`config.mk`:
```
export PLATFORM = sky130hd
export DESIGN_NAME = hpsf_page_table
export DESIGN_NICKNAME = d
export VERILOG_FILES = /design/src/rtl/core/hpsf_pkg.sv /design/src/rtl/core/hpsf_page_table.sv
export SDC_FILE = /design/constraint.sdc
export NUM_CORES = 1
export LEC_CHECK = 0
export BUFFER_PORTS_ARGS = -buffer_cell sky130_fd_sc_hd__buf_2
export CAP_MARGIN = 20
export CORE_MARGIN = 1.5
export CORE_UTILIZATION = 65
export CTS_CLUSTER_SIZE = 40
export DETAILED_ROUTE_END_ITERATION = 16
export GPL_TIMING_DRIVEN = 0
export PLACE_DENSITY = 0.91
export SLEW_MARGIN = 20
export SYNTH_ARGS = -nofsm -noshare
export SYNTH_HDL_FRONTEND = slang
export SYNTH_SLANG_ARGS = --single-unit
export TNS_END_PERCENT = 10
```
`constraint.sdc`:
```
create_clock -name clk -period 5.2 [get_ports clk]
set_input_delay 0.52 -clock clk [delete_from_list [all_inputs] [get_ports clk]]
set_output_delay 0.52 -clock clk [all_outputs]
set_load 0.02 [all_outputs]
```
`src/rtl/core/hpsf_pkg.sv`:
```
// ----------------------------------------------------------------------------
// hpsf_pkg: shared types and constants of the heap page store
// Field widths, operation codes, defaults and the memory command struct.
// ----------------------------------------------------------------------------
package hpsf_pkg;

    localparam int DEF_MAX_PAGES = 16;
    localparam int DEF_MAX_SLOTS = 64;

    localparam int SIZE_W  = 13;
    localparam int VALUE_W = 32;
    localparam int COST_W  = SIZE_W + 1;

    localparam logic [SIZE_W-1:0] HEADER_BYTES    = 13'd16;
    localparam logic [COST_W-1:0] SLOT_OVERHEAD   = 14'd4;
    localparam logic [SIZE_W-1:0] PAGE_SIZE_RESET = 13'd1024;

    localparam logic [1:0] KIND_INSERT = 2'd0;
    localparam logic [1:0] KIND_STATUS = 2'd1;
    localparam logic [1:0] KIND_SEARCH = 2'd2;

    // read and write strobes of one memory port
    typedef struct packed {
        logic rd;
        logic wr;
    } mem_cmd_t;

endpackage

```
`src/rtl/core/hpsf_page_table.sv`:
```
// ----------------------------------------------------------------------------
// hpsf_page_table: per-page free bytes and record counts
// Single port synchronous memory, read data registered.
// ----------------------------------------------------------------------------
module hpsf_page_table #(
    parameter int MAX_PAGES = hpsf_pkg::DEF_MAX_PAGES,
    parameter int MAX_SLOTS = hpsf_pkg::DEF_MAX_SLOTS,
    localparam int PG_W = (MAX_PAGES > 1) ? $clog2(MAX_PAGES) : 1,
    localparam int RC_W = $clog2(MAX_SLOTS + 1)
) (
    input  logic                        clk,
    input  hpsf_pkg::mem_cmd_t          cmd,
    input  logic [PG_W-1:0]             addr,
    input  logic [hpsf_pkg::SIZE_W-1:0] wr_free,
    input  logic [RC_W-1:0]             wr_rec,
    output logic [hpsf_pkg::SIZE_W-1:0] rd_free,
    output logic [RC_W-1:0]             rd_rec
);
    import hpsf_pkg::*;

    logic [SIZE_W-1:0] free_mem [MAX_PAGES];
    logic [RC_W-1:0]   rec_mem  [MAX_PAGES];

    always_ff @(posedge clk)
    begin
        if (cmd.wr)
        begin
            free_mem[addr] <= wr_free;
            rec_mem[addr]  <= wr_rec;
        end
        // read data holds between reads
        if (cmd.rd)
        begin
            rd_free <= free_mem[addr];
            rd_rec  <= rec_mem[addr];
        end
    end

endmodule

```
* After elaboration in Yosys (flattened, before gate mapping)
Memories as Yosys holds them, arrays and structs flattened. A register that Yosys moved wholly into a read port is not among the register bits.
Index checks and enable logic that the tools add are counted.
** Storage, ports and cells
- Flip-flop bits (word level) :: 0
- Bits in writable memories :: 320
- Output and inout port bits :: 20
- Word-level logic and storage cells :: 4
- Memories :: 2
** Memories
- free_mem :: words 16, width 13, rd ports 1, clocked after memory_dff 1, write ports 1, RTL line hpsf_page_table.sv:21 : logic [SIZE_W-1:0] free_mem [MAX_PAGES];
- rec_mem :: words 16, width 7, rd ports 1, clocked after memory_dff 1, write ports 1, RTL line hpsf_page_table.sv:22 : logic [RC_W-1:0] rec_mem [MAX_PAGES];
** Cells by class
- Multiplexer cells :: 2
** Operators with widths (count)
- 1-bit two-way mux :: 2

* Logic depth before layout (Yosys ltp)
- Depth in word-level cells :: 2
- Depth in mapped cells :: 6

* Worst setup path before layout
OpenSTA, ideal clock, no wires.
- Path type :: input to register
- Start point :: in addr[1]
- End point :: mem free_mem[0][0] (enable)
- Setup time :: 422 ps
- Arrival :: 2483 ps
- Path slack :: 2295 ps
- Stages :: 4
- Path buffers :: 3
- Cell sequence :: buf_2 buf_4 clkbuf_1 nor3_1
** RTL lines
- start, declared :: RTL line hpsf_page_table.sv:13 : input logic [PG_W-1:0] addr,
- end, declared :: RTL line hpsf_page_table.sv:21
Straight into the memory's write port.

* Worst setup path after layout
- Start point :: in addr[1]
- End point :: mem rec_mem[15][2] in the netlist's numbering (enable)
** RTL lines (RTL line)
- end, declared :: hpsf_page_table.sv:22
Straight into the memory's write port.

==> results.yml <==
timing:
  tns_ps: 0
  period_needed_ps: 2542
  timing.clock.skew_ps: 11.24
  fmax_mhz: 393.4
  worstMarginPinSlew_ps: 1001
  fin_crit_sh_pct: 48.89
  hold_violations: 0
  slew_headroom_pct: 32.90
  maxSlewViolCount: 0
  rsz0062_at_grt: "false"
  setup_viol: 0
drt:
  postRouteAntennaNets: 0
  route.vias.total: 6468
  first_pass_iters: 5
  wl_per_cell_um: 33.22
  drc: 0
  drt_wl_total_um: 30130
  drt_iter0_markers: 950
  vias_per_cell: 7.131
placement:
  place_hpwl_um: 16790
  port_buffers: 44
  place.gp.congestion: 0.7735
  place_inst: 849
worst_setup_path:
  crit_chain: "buf_2, buf_4, clkbuf_1, nand2_1, nor2_4"
  r2r_start: "free_mem[0][7]$_DFFE_PP_"
  cp-end-kind: "flip-flop"
  required_ps: 5380
  startpoint_type: "primary input"
  timing.rr.end: "rd_free[7]$_DFFE_PP_"
  crit_type: "in2reg"
  crit_buf_inv: 3
  rrSetupSlack_ps: 3550
  cp.arrival_ps: 2720
  crit_slowest_cell: "nor2_4"
  crit_fanout: 20
  cpPeakStageDelay_ps: 830
  rr_worst_depth: 3
  worst_path_dominant_cell_family: "simple AND/OR/NAND/NOR gates"
layout:
  fillers: 898
  finalNonFillerCells: 907
  syn_to_final_growth_pct: 13.21
  diodes: 0
  drive_gt1_share_pct: 30.14
  nets: 649
  mostFrequentLayoutCells: "edfxtp_1 (340), mux4_2 (74), buf_2 (50)"
  layout.cells.most_common: "edfxtp_1"
synth:
  yosysSeqAreaShare_pct: 80.25
  ys.warnings.count: 0
  ys_ff_latch: 340
  avgSynthCellArea_sq_um: 23.78
  syn_inst: 535
  synth.net_count: 562
  synthDistinctLibCells: 18
  syn_area_sq_um: 12720
clock_tree:
  h-tree-depth: 1
  cts.sinks: 340
  cts_buffer_depth: 3
  cts_buffers: 31
  clock_latency_ps: 570
  cts_root_buffer: "clkbuf_16"
  post_cts_resized: 0
  cts_setup_buffers: 0
  cts_tree: "done"
  hold_buffers: 0
  clkSlewWorstSetupHoldPaths_ps: 70
min_path:
  hold_path_class: "in2reg"
  hold_depth: 1
  hp-start: "wr_free[10]"
  hold_end: "free_mem[3][10]$_DFFE_PP_"
die:
  die_h_um: 142.9
  rows: 50
  core_area_sq_um: 18960
  start_util_pct: 67.12
  fp.dieW_um: 142.9
  die_area_sq_um: 20420
  top_level_ports: 47
flow_run:
  maxCapViolations: 0
outcome:
  status: "completed"
power_and_ir_drop:
  total_leakage_power_nw: 4.606
  powerDensity_nw_per_um2: 383.9
  max-vdd-ir-drop_uv: 301.4
global_route:
  antenna_found_initial: 0
  grt_pass1_wl_um: 43880
  first_global_vias: 6701
  gr-total-overflow: 0
  grt_use_total_pct: 31.13
  grt_max_degree: 21
-- area by class of cell --
type | count | area, sq um | area share, %
flip-flops and latches | 340 | 10210 | 70.89
multi-input cells | 167 | 2442 | 16.96
well taps | 260 | 325.3 | 2.259
repair buffers | 54 | 326.6 | 2.267
clock buffers | 42 | 817.0 | 5.673
clock inverters | 16 | 101.3 | 0.7037
plain buffers | 28 | 180.2 | 1.251
-- through the flow --
step           cell area [sq um]  utilization (%)  power [mW]  hold slack (ps)  setup slack [ps]
3_3_place_gp               13270            69.99       3.424            723.3             715.4
5_1_grt                    14400            75.98       5.645            323.3              2601
6_report                   14400            75.98       5.530            334.7              2658
4_1_cts                    14400            75.98       5.526            320.2              2723
2_1_floorplan              12720                -       3.328            618.9              2295
3_5_place_dp               13480            71.14       3.459            735.8              2197
-- state kept, by name, summed over array words and instances (netlist names) --
| signal | flops |
|---|---|
| rd_rec | 7 |
| rec_mem | 112 |
| free_mem | 208 |
| rd_free | 13 |
-- report_power, final --
part           leakage [nW]  internal [mW]  total, mW  switching [mW]
Combinational          1.07          0.113      0.307           0.194
Clock                 0.448           1.15       2.11           0.966
Sequential             3.09           3.09       3.11          0.0202
-- synth_stat cells, drive strengths merged --
cell type / n / area [sq um]
edfxtp: 340 / 10210
nor3: 4 / 20.02
and2: 1 / 6.260
nand2: 21 / 78.83
mux4: 80 / 1824
nand2b: 2 / 12.51
nand3: 1 / 5.000
a22oi: 40 / 300.3
buf: 12 / 120.1
clkbuf: 16 / 60.06
nor2: 13 / 48.80
nand3b: 2 / 15.01
nor2b: 2 / 12.51
or3b: 1 / 8.760
-- metal layers --
| metal | global-route usage (%) | vias to the layer above | part of all wire, % |
|---|---|---|---|
| met1 | 42.54 | 3306 | 35 |
| met3 | 5.198 | 108 | 11 |
| met2 | 50.19 | 577 | 50 |
| met5 | 0 | - | 0 |
| li1 | - | 2477 | - |
| met4 | 14.81 | 0 | 4.2 |
-- worst max-delay path by stage --
stage | startpoint | end | slack [ps] | cells past startpoint
CTS | addr[1] | free_mem[7][3]$_DFFE_PP_ | 2720 | 5
finish | addr[1] | rec_mem[15][2]$_DFFE_PP_ | 2660 | 5
global route | addr[1] | free_mem[7][3]$_DFFE_PP_ | 2600 | 5
detailed placement | addr[1] | free_mem[15][9]$_DFFE_PP_ | 2200 | 5
floorplan | addr[1] | free_mem[0][0]$_DFFE_PP_ | 2290 | 4
global placement | addr[1] | rec_mem[12][0]$_DFFE_PP_ | 720 | 4
-- worst register-to-register path: cells and delay by family (launching register included) --
| kind | cells | cell delay (ps) |
|---|---|---|
| AO/OA/AOI/OAI | 1 | 300 |
| flip-flops | 1 | 420 |
| multiplexers | 1 | 490 |
| AND/OR/NAND/NOR | 1 | 160 |
-- logic make-up (layout without fill, tap and decap cells) --
logic type             count (synthesis)  count (layout)  synth area share (%)
and+or+nand+nor                       47              47                 1.633
muxes                                 80              80                 14.34
AOI/OAI and AO/OA                     40              40                 2.360
DFF                                  340             340                 80.25
buffers and inverters                 28             140                 1.416
Power figures use the tool's default switching activity.
